## config.mk

```make
export PLATFORM = sky130hd
export DESIGN_NAME = cyclic_shift_outline_align_core
export DESIGN_NICKNAME = d
export VERILOG_FILES = /design/src/rtl/csoa_pkg.sv /design/src/rtl/csoa_isqrt.sv /design/src/rtl/cyclic_shift_outline_align_core.sv
export SDC_FILE = /design/constraint.sdc
export NUM_CORES = 2
export LEC_CHECK = 0
export BUFFER_PORTS_ARGS = -buffer_cell sky130_fd_sc_hd__buf_2
export CORE_MARGIN = 2
export CORE_UTILIZATION = 50
export DETAILED_ROUTE_END_ITERATION = 10
export PLACE_DENSITY_LB_ADDON = 0.12
export SYNTH_ARGS = -nofsm -noshare
export SYNTH_HDL_FRONTEND = slang
export SYNTH_SLANG_ARGS = --single-unit
```

## constraint.sdc

```tcl
create_clock -name clk -period 6.8 [get_ports clk]
set_input_delay 0.34 -clock clk [delete_from_list [all_inputs] [get_ports clk]]
set_output_delay 0.34 -clock clk [all_outputs]
set_load 0.01 [all_outputs]
```

## src/rtl/csoa_pkg.sv

```systemverilog
// Shared types and constants for the cyclic shift outline alignment block.
`timescale 1ns / 1ps
package csoa_pkg;

  localparam int SHIFT_W = 6;
  localparam int COST_W  = 19;
  localparam logic [COST_W-1:0] COST_MAX = '1;

  typedef enum logic [4:0] {
    ST_LOAD  = 5'b00001,
    ST_ALIGN = 5'b00010,
    ST_DRAIN = 5'b00100,
    ST_PREP  = 5'b01000,
    ST_EMIT  = 5'b10000
  } phase_t;

endpackage

```

## src/rtl/csoa_isqrt.sv

```systemverilog
// Pipelined integer square root, one root bit per stage, with a tag that rides along.
`timescale 1ns / 1ps
module csoa_isqrt #(
  parameter int RB    = 13,
  parameter int TAG_W = 8
) (
  input  logic              clk,
  input  logic              rst,
  input  logic              in_valid,
  input  logic [2*RB-1:0]   in_val,
  input  logic [TAG_W-1:0]  in_tag,
  output logic              out_valid,
  output logic [RB-1:0]     out_root,
  output logic [TAG_W-1:0]  out_tag
);

  for (genvar k = 0; k < RB; k++) begin : g_stage
    logic [RB:0]      rem_in;
    logic [RB-1:0]    root_in;
    logic [2*RB-1:0]  val_in;
    logic [TAG_W-1:0] tag_in;
    logic             vld_in;
    logic [RB:0]      rem_q;
    logic [RB-1:0]    root_q;
    logic [2*RB-1:0]  val_q;
    logic [TAG_W-1:0] tag_q;
    logic             vld_q;
    logic [RB+2:0]    cur;
    logic [RB+2:0]    trial;
    logic [RB+2:0]    diff;

    if (k == 0) begin : g_src
      assign rem_in  = '0;
      assign root_in = '0;
      assign val_in  = in_val;
      assign tag_in  = in_tag;
      assign vld_in  = in_valid;
    end else begin : g_src
      assign rem_in  = g_stage[k-1].rem_q;
      assign root_in = g_stage[k-1].root_q;
      assign val_in  = g_stage[k-1].val_q;
      assign tag_in  = g_stage[k-1].tag_q;
      assign vld_in  = g_stage[k-1].vld_q;
    end

    assign cur   = {rem_in, val_in[2*RB-1 -: 2]};
    assign trial = {1'b0, root_in, 2'b01};
    assign diff  = cur - trial;

    always_ff @(posedge clk) begin
      if (rst) begin
        vld_q <= 1'b0;
      end else begin
        vld_q <= vld_in;
      end
    end

    always_ff @(posedge clk) begin
      tag_q <= tag_in;
      val_q <= {val_in[2*RB-3:0], 2'b00};
      if (cur >= trial) begin
        rem_q  <= diff[RB:0];
        root_q <= {root_in[RB-2:0], 1'b1};
      end else begin
        rem_q  <= cur[RB:0];
        root_q <= {root_in[RB-2:0], 1'b0};
      end
    end
  end

  assign out_valid = g_stage[RB-1].vld_q;
  assign out_root  = g_stage[RB-1].root_q;
  assign out_tag   = g_stage[RB-1].tag_q;

endmodule

```

## src/rtl/cyclic_shift_outline_align_core.sv

```systemverilog
// Top level of the cyclic shift outline alignment block.
`timescale 1ns / 1ps
// Load one sample/reference point pair per start transfer while busy is low;
// the pair flagged last, or the pair that fills the store, closes the load.
// The block then scores every cyclic shift of the sample outline against the
// reference: one distance term issues per cycle from the two point memories,
// then, once the last term has been scored, the block sets up the rotation and
// emits the rotated outline. Results come out one per cycle with strobe high
// for exactly one cycle each; the receiver cannot stall them, so sample them on
// strobe. end_of_run marks the final rotated point. busy stays high from the
// closing transfer until the last result is on the ports.
module cyclic_shift_outline_align_core
  import csoa_pkg::*;
#(
  parameter int MAX_POINTS = 64,
  parameter int COORD_BITS = 12
) (
  input  logic                         clk,
  input  logic                         rst,
  input  logic                         start,
  output logic                         busy,
  input  logic signed [COORD_BITS-1:0] sample_x,
  input  logic signed [COORD_BITS-1:0] sample_y,
  input  logic signed [COORD_BITS-1:0] ref_x,
  input  logic signed [COORD_BITS-1:0] ref_y,
  input  logic                         last,
  output logic                         strobe,
  output logic signed [COORD_BITS-1:0] out_x,
  output logic signed [COORD_BITS-1:0] out_y,
  output logic [SHIFT_W-1:0]           best_shift,
  output logic [COST_W-1:0]            least_cost,
  output logic                         end_of_run
);

  localparam int AW    = $clog2(MAX_POINTS);
  localparam int CB    = COORD_BITS;
  localparam int RB    = CB + 1;      // root bits: dx^2+dy^2 < 2^(2*CB+1)
  localparam int TAG_W = AW + 2;      // shift index, end of shift, final term

  phase_t state;

  // Point memories: {x, y} per entry, read every cycle, data registered.
  logic [2*CB-1:0] smem [0:MAX_POINTS-1];
  logic [2*CB-1:0] rmem [0:MAX_POINTS-1];
  logic [2*CB-1:0] s_rd;
  logic [2*CB-1:0] r_rd;

  logic [AW-1:0] count;     // load address
  logic [AW-1:0] nm1;       // point count minus one
  logic [AW-1:0] d;         // shift under test
  logic [AW-1:0] i;         // reference index / emit counter
  logic [AW-1:0] j;         // sample index, (i + d) mod n

  logic              accept;
  logic              closing;
  logic              issue;
  logic [TAG_W-1:0]  issue_tag;

  // Distance pipeline.
  logic              v1, v2, v3, v4;
  logic [TAG_W-1:0]  t1, t2, t3, t4;
  logic [CB-1:0]     ax, ay;
  logic [2*CB-1:0]   sqx, sqy;
  logic [2*CB:0]     sumsq;
  logic signed [CB:0] dx, dy;

  logic              q_valid;
  logic [RB-1:0]     q_root;
  logic [TAG_W-1:0]  q_tag;

  logic [COST_W-1:0] acc;
  logic [COST_W:0]   acc_sum;
  logic [COST_W-1:0] acc_sat;
  logic [COST_W-1:0] best_cost;
  logic [AW-1:0]     best_d;

  assign busy    = (state != ST_LOAD);
  assign accept  = start && !busy;
  assign closing = last || (count == AW'(MAX_POINTS - 1));
  assign issue   = (state == ST_ALIGN);
  assign issue_tag = {(i == nm1) && (d == nm1), i == nm1, d};

  // Memory writes on load, registered reads at the sample/reference indexes.
  always_ff @(posedge clk) begin
    if (accept) begin
      smem[count] <= {sample_x, sample_y};
      rmem[count] <= {ref_x, ref_y};
    end
    s_rd <= smem[j];
    r_rd <= rmem[i];
  end

  // Sequencer: load, issue all terms, drain, set up rotation, emit.
  always_ff @(posedge clk) begin
    if (rst) begin
      state  <= ST_LOAD;
      count  <= '0;
      strobe <= 1'b0;
    end else begin
      strobe <= 1'b0;
      unique case (state)
        ST_LOAD: begin
          if (accept) begin
            count <= count + 1'b1;
            if (closing) begin
              nm1   <= count;
              d     <= '0;
              i     <= '0;
              j     <= '0;
              state <= ST_ALIGN;
            end
          end
        end
        ST_ALIGN: begin
          // Advance the term index; wrap to the next shift at the end of a row.
          if (i == nm1) begin
            i <= '0;
            d <= d + 1'b1;
            j <= d + 1'b1;
            if (d == nm1) state <= ST_DRAIN;
          end else begin
            i <= i + 1'b1;
            j <= (j == nm1) ? '0 : j + 1'b1;
          end
        end
        ST_DRAIN: begin
          // Hold until the final term of the last shift has been scored.
          if (q_valid && q_tag[TAG_W-1]) state <= ST_PREP;
        end
        ST_PREP: begin
          i     <= '0;
          j     <= best_d;
          state <= ST_EMIT;
        end
        ST_EMIT: begin
          strobe     <= 1'b1;
          end_of_run <= (i == nm1);
          i <= i + 1'b1;
          j <= (j == nm1) ? '0 : j + 1'b1;
          if (i == nm1) begin
            count <= '0;
            state <= ST_LOAD;
          end
        end
        default: state <= ST_LOAD;
      endcase
    end
  end

  // Distance pipeline control: valid bits reset, payload free running.
  always_ff @(posedge clk) begin
    if (rst) begin
      v1 <= 1'b0;
      v2 <= 1'b0;
      v3 <= 1'b0;
      v4 <= 1'b0;
    end else begin
      v1 <= issue;
      v2 <= v1;
      v3 <= v2;
      v4 <= v3;
    end
  end

  assign dx = $signed({s_rd[2*CB-1], s_rd[2*CB-1:CB]}) - $signed({r_rd[2*CB-1], r_rd[2*CB-1:CB]});
  assign dy = $signed({s_rd[CB-1], s_rd[CB-1:0]}) - $signed({r_rd[CB-1], r_rd[CB-1:0]});

  always_ff @(posedge clk) begin
    t1    <= issue_tag;
    t2    <= t1;
    ax    <= dx[CB] ? CB'(-dx) : CB'(dx);
    ay    <= dy[CB] ? CB'(-dy) : CB'(dy);
    t3    <= t2;
    sqx   <= ax * ax;
    sqy   <= ay * ay;
    t4    <= t3;
    sumsq <= {1'b0, sqx} + {1'b0, sqy};
  end

  csoa_isqrt #(
    .RB    (RB),
    .TAG_W (TAG_W)
  ) u_isqrt (
    .clk       (clk),
    .rst       (rst),
    .in_valid  (v4),
    .in_val    ({1'b0, sumsq}),
    .in_tag    (t4),
    .out_valid (q_valid),
    .out_root  (q_root),
    .out_tag   (q_tag)
  );

  // Saturating cost accumulator; a shift wins only on a strictly lower cost.
  assign acc_sum = {1'b0, acc} + (COST_W + 1)'(q_root);
  assign acc_sat = acc_sum[COST_W] ? COST_MAX : acc_sum[COST_W-1:0];

  always_ff @(posedge clk) begin
    if (rst) begin
      acc       <= '0;
      best_cost <= COST_MAX;
      best_d    <= '0;
    end else if (accept && closing) begin
      acc       <= '0;
      best_cost <= COST_MAX;
      best_d    <= '0;
    end else if (q_valid) begin
      if (q_tag[TAG_W-2]) begin
        acc <= '0;
        if (acc_sat < best_cost) begin
          best_cost <= acc_sat;
          best_d    <= q_tag[AW-1:0];
        end
      end else begin
        acc <= acc_sat;
      end
    end
  end

  assign out_x      = s_rd[2*CB-1:CB];
  assign out_y      = s_rd[CB-1:0];
  assign best_shift = SHIFT_W'(best_d);
  assign least_cost = best_cost;

endmodule

```

==> summary by stage <==
Routing
In the final routed layout, each cell accounts on average for 30.68 um. Summed over all layers, the routed wires come to 404100 um. Across all layers, the routed design uses 79599 vias. After detailed routing, the number of remaining DRC violations is 0. The number of DRC markers after the initial detailed-route iteration is 8324.

Using the TritonRoute via totals, the vias-per-cell ratio works out to 6.044. The residual antenna-violating net count after detailed routing is 0. Before antenna repair, the detailed router went through 7 iterations.

Floorplanning
The core region is 0.3025 mm2. The initial utilization of the core area, before any placement, comes to 0.5022. The floorplan die width is 555.2 um. The y dimension of the die is 555.2 um. The I/O pin total is 104. The die covers 0.3083 mm2. In this run the core area contains 202 standard-cell rows.

Power
Across the VDD grid, the largest voltage drop is 2.161 mV. For this design the static power due to leakage is 59.49 nW. Power spread over the standard cell area amounts to 502.2 mW/mm2.

Clock tree
TritonCTS created 392 clock buffers. The clock sink total is 3842. After clock tree synthesis, the clock-pin slew on the worst setup and hold paths is 60 ps.

Clock tree synthesis selected as its root buffer the cell sky130_fd_sc_hd__clkbuf_16. The number of buffers on the longest clock path is 4. The later pin in the worst-skew pair is clocked with a latency of 970 ps.

CTS built an H-tree with a depth of 5. The TritonCTS clock tree is done.

Logic synthesis
During synthesis, Yosys emitted a total of 0 warnings. The post-synth net total is 9047. For this run, asynchronously set or reset flops after synthesis account for 0.

The number of distinct library cell variants in the gate-level netlist after synthesis is 78. The register bit count reported by yosys is 3842. Of the synthesized area, sequential elements account for 0.7103. A synthesized cell averages 17.80 um2. Synthesis handed over a netlist of 8535 instances. After synthesis the cells add up to 0.1519 mm2. For this run, the leading register cell type out of synthesis is sky130_fd_sc_hd__edfxtp_1. The number of flops mapped to enable cells by yosys is 3097.

Timing
Setup repair after global routing left no endpoint under its margin. On the final layout, the worst clock skew is 69.65 ps. The smallest hold slack is 42.25 ps. After layout, the minimum clock period comes to 5571 ps. For the pin with the worst max-slew slack, the measured transition is 1312 ps.

The sum of negative setup slack is 0 ps. The minimum setup slack in the final design is 1229 ps. The final max-slew violation count is 0. The final hold violation count is 0. Of the available clock period, the critical path in the final layout requires 0.8193. Timing would allow up to 179.5 MHz. Setup violations remaining at the end of the flow were counted as 0. The worst pin sits at a relative slew slack of 0.1234.

Cells and area
In the layout the commonest cells are sky130_fd_sc_hd__edfxtp_1 (3097), sky130_fd_sc_hd__dfxtp_1 (745), sky130_fd_sc_hd__mux4_2 (720). The number of filler instances in the final layout is 22870. The final layout net count is 9362. After the flow finishes, the layout carries non-filler instances totaling 13169. The fraction of final layout cells sized beyond drive strength 1 is 0.1985.

Leaving out fill and tap cells, the most frequent cell in the layout is sky130_fd_sc_hd__edfxtp_1. The layout overhead on the synthesized area is 12.83%.

Placement
The congestion estimate from routability-driven global placement came to 0.8251. Prior to clock tree synthesis, the placed netlist has a worst setup slack of 1194 ps. During placement, the flow inserted port buffers numbering 103.

The number of placed instances, taps included, is 12433. The HPWL after detailed placement is 227800 um.

Global routing
The global-route congestion overflow total is 0. The number of global-route vias before repair was 79188. The number of antenna violations at the first check in global routing is 43. The first global-routing pass estimated 573200 um of wire. Entering global routing, the biggest net connects 145 pins.

For this run, the total global-route usage over all layers was measured as 0.2601.

Critical path
The worst setup path is captured at a register. The worst-path maximum fanout is 12. The most numerous cell on the critical path is sky130_fd_sc_hd__fa_1. The largest individual stage delay along the critical path comes from the cell sky130_fd_sc_hd__dfxtp_1.

Traced cell by cell, the critical path runs through inv_1 > nor2_1 > fa_1 > fa_1 > fa_1 > fa_1 > inv_1 > fa_1 > inv_1 > ha_1 > nand3_1 > nor3_1 > o31ai_1 > a21oi_1 > a2111oi_0 > o21bai_1 > a21oi_1 > xnor2_1. The data required time of the worst path is 7600 ps. For the worst setup path, the data arrival time is 6370 ps. In this design, the stage delay of the slowest critical-path cell is 600 ps. The type of element launching the critical path is a register. The setup path with the least slack is of type register to register.

Run
The total of max-cap violations is 0.

Status
The run finished with clean final reports.

Min path
The classification of the worst-slack hold path is primary input to register.
-- what timing repair did --
item                      4_1_cts  5_1_grt
buffers inserted                0        0
hold endpoints to repair       22        0
hold buffers                    1        0
resized for setup               0        0
-- final cells by class --
| cell class | instances | area [um2] | area share |
|---|---|---|---|
| Sequential cell | 3842 | 107900 | 0.6295 |
| Multi-Input combinational cell | 3880 | 41360 | 0.2413 |
| Clock buffer | 511 | 10810 | 0.06306 |
| Antenna cell | 12 | 30.03 | 0.0001752 |
| Timing Repair Buffer | 282 | 2450 | 0.01429 |
| Tap cell | 3978 | 4977 | 0.02904 |
| Inverter | 452 | 1697 | 0.009898 |
| Clock inverter | 212 | 2172 | 0.01267 |
-- state kept, by name, summed over array words and instances (netlist names), 11 cells and up --
signal,flops
rmem,1536
smem,1536
u_isqrt.g_stage.val_q,150
u_isqrt.g_stage.rem_q,132
u_isqrt.g_stage.tag_q,88
u_isqrt.g_stage.root_q,68
sumsq,25
r_rd,24
s_rd,24
sqx,23
sqy,23
acc,19
least_cost,19
u_isqrt.g_stage.rem_in,14
u_isqrt.out_root,13
ax,12
ay,12
u_isqrt.g_stage.vld_q,11
-- metal layers --
| layer | share of wire | wire length (um) | up-vias | track usage |
|---|---|---|---|---|
| li1 | - | - | 33843 | - |
| met1 | 0.40 | 162300 | 42085 | 0.3512 |
| met2 | 0.50 | 201800 | 2998 | 0.4415 |
| met3 | 0.067 | 27250 | 663 | 0.03636 |
| met4 | 0.031 | 12650 | 10 | 0.07473 |
| met5 | 0.00014 | 55 | - | 0 |
-- metrics by stage --
step                      utilization  total power, mW  instance area [um2]
after floorplan                     -            56.92               151900
after global placement         0.5236            65.12               158400
after detailed placement       0.5236            65.35               158400
after CTS                      0.5665            87.01               171400
after global routing           0.5665            92.04               171400
final                          0.5666            86.09               171400
-- cell usage after synthesis, drive strengths merged (33+ instances only) --
| library cell | count | area share |
|---|---|---|
| o21a | 50 | 0.0025 |
| nor2b | 66 | 0.0027 |
| inv | 452 | 0.011 |
| nor3 | 89 | 0.0029 |
| o22ai | 99 | 0.0041 |
| a21o | 33 | 0.0016 |
| mux2 | 123 | 0.0091 |
| and2 | 93 | 0.0038 |
| nor2 | 274 | 0.0068 |
| nand2 | 273 | 0.0067 |
| edfxtp | 3097 | 0.61 |
| buf | 116 | 0.0036 |
| xor2 | 80 | 0.0046 |
| xnor2 | 147 | 0.0085 |
| a21oi | 349 | 0.011 |
| nand2b | 37 | 0.0015 |
| clkbuf | 245 | 0.0061 |
| dfxtp | 745 | 0.098 |
| mux2i | 295 | 0.019 |
| o221ai | 96 | 0.0055 |
| mux4 | 720 | 0.11 |
| fa | 159 | 0.021 |
| nand3 | 54 | 0.0018 |
| ha | 301 | 0.025 |
| o21ai | 233 | 0.0077 |
-- cells by family after synthesis --
kind of cell / count (synthesis) / share of synthesized area
muxes: 1138 / 0.1353
adders and majority gates: 460 / 0.04574
AOI/OAI and AO/OA: 1016 / 0.04146
xor gates and xnor gates: 227 / 0.01309
and+or+nand+nor: 1038 / 0.03329
other: 1 / 0.00002468
buffers and inverters: 813 / 0.02078
DFF: 3842 / 0.7103
-- power by group --
part           total [mW]  internal, mW  switching [mW]
clock network        21.5          12.5            9.04
registers            28.6          27.5            1.10
logic                36.0          15.9            20.1
-- critical path, delay by kind of cell, from the launching register on --
family,cells,cell delay (ps)
adders and majority gates,6,2840
DFF,1,600
and+or+nand+nor,3,700
buffers and inverters,3,260
AOI/OAI and AO/OA,5,940
xor gates and xnor gates,1,130
-- final timing paths --
path	startpoint	to	slack, ps	cells after the start
hold / removal	sample_x[0]	smem[46][12]$_DFFE_PP_	40	2
hold reg to reg	u_isqrt.g_stage[1].val_q[9]$_DFF_P_	u_isqrt.g_stage[2].val_q[11]$_DFF_P_	300	0
setup reg to reg	ax[9]$_DFF_P_	sqx[22]$_DFF_P_	1230	18
setup / recovery	ax[9]$_DFF_P_	sqx[22]$_DFF_P_	1230	18
Note: power is estimated with default switching activity, not from simulation.
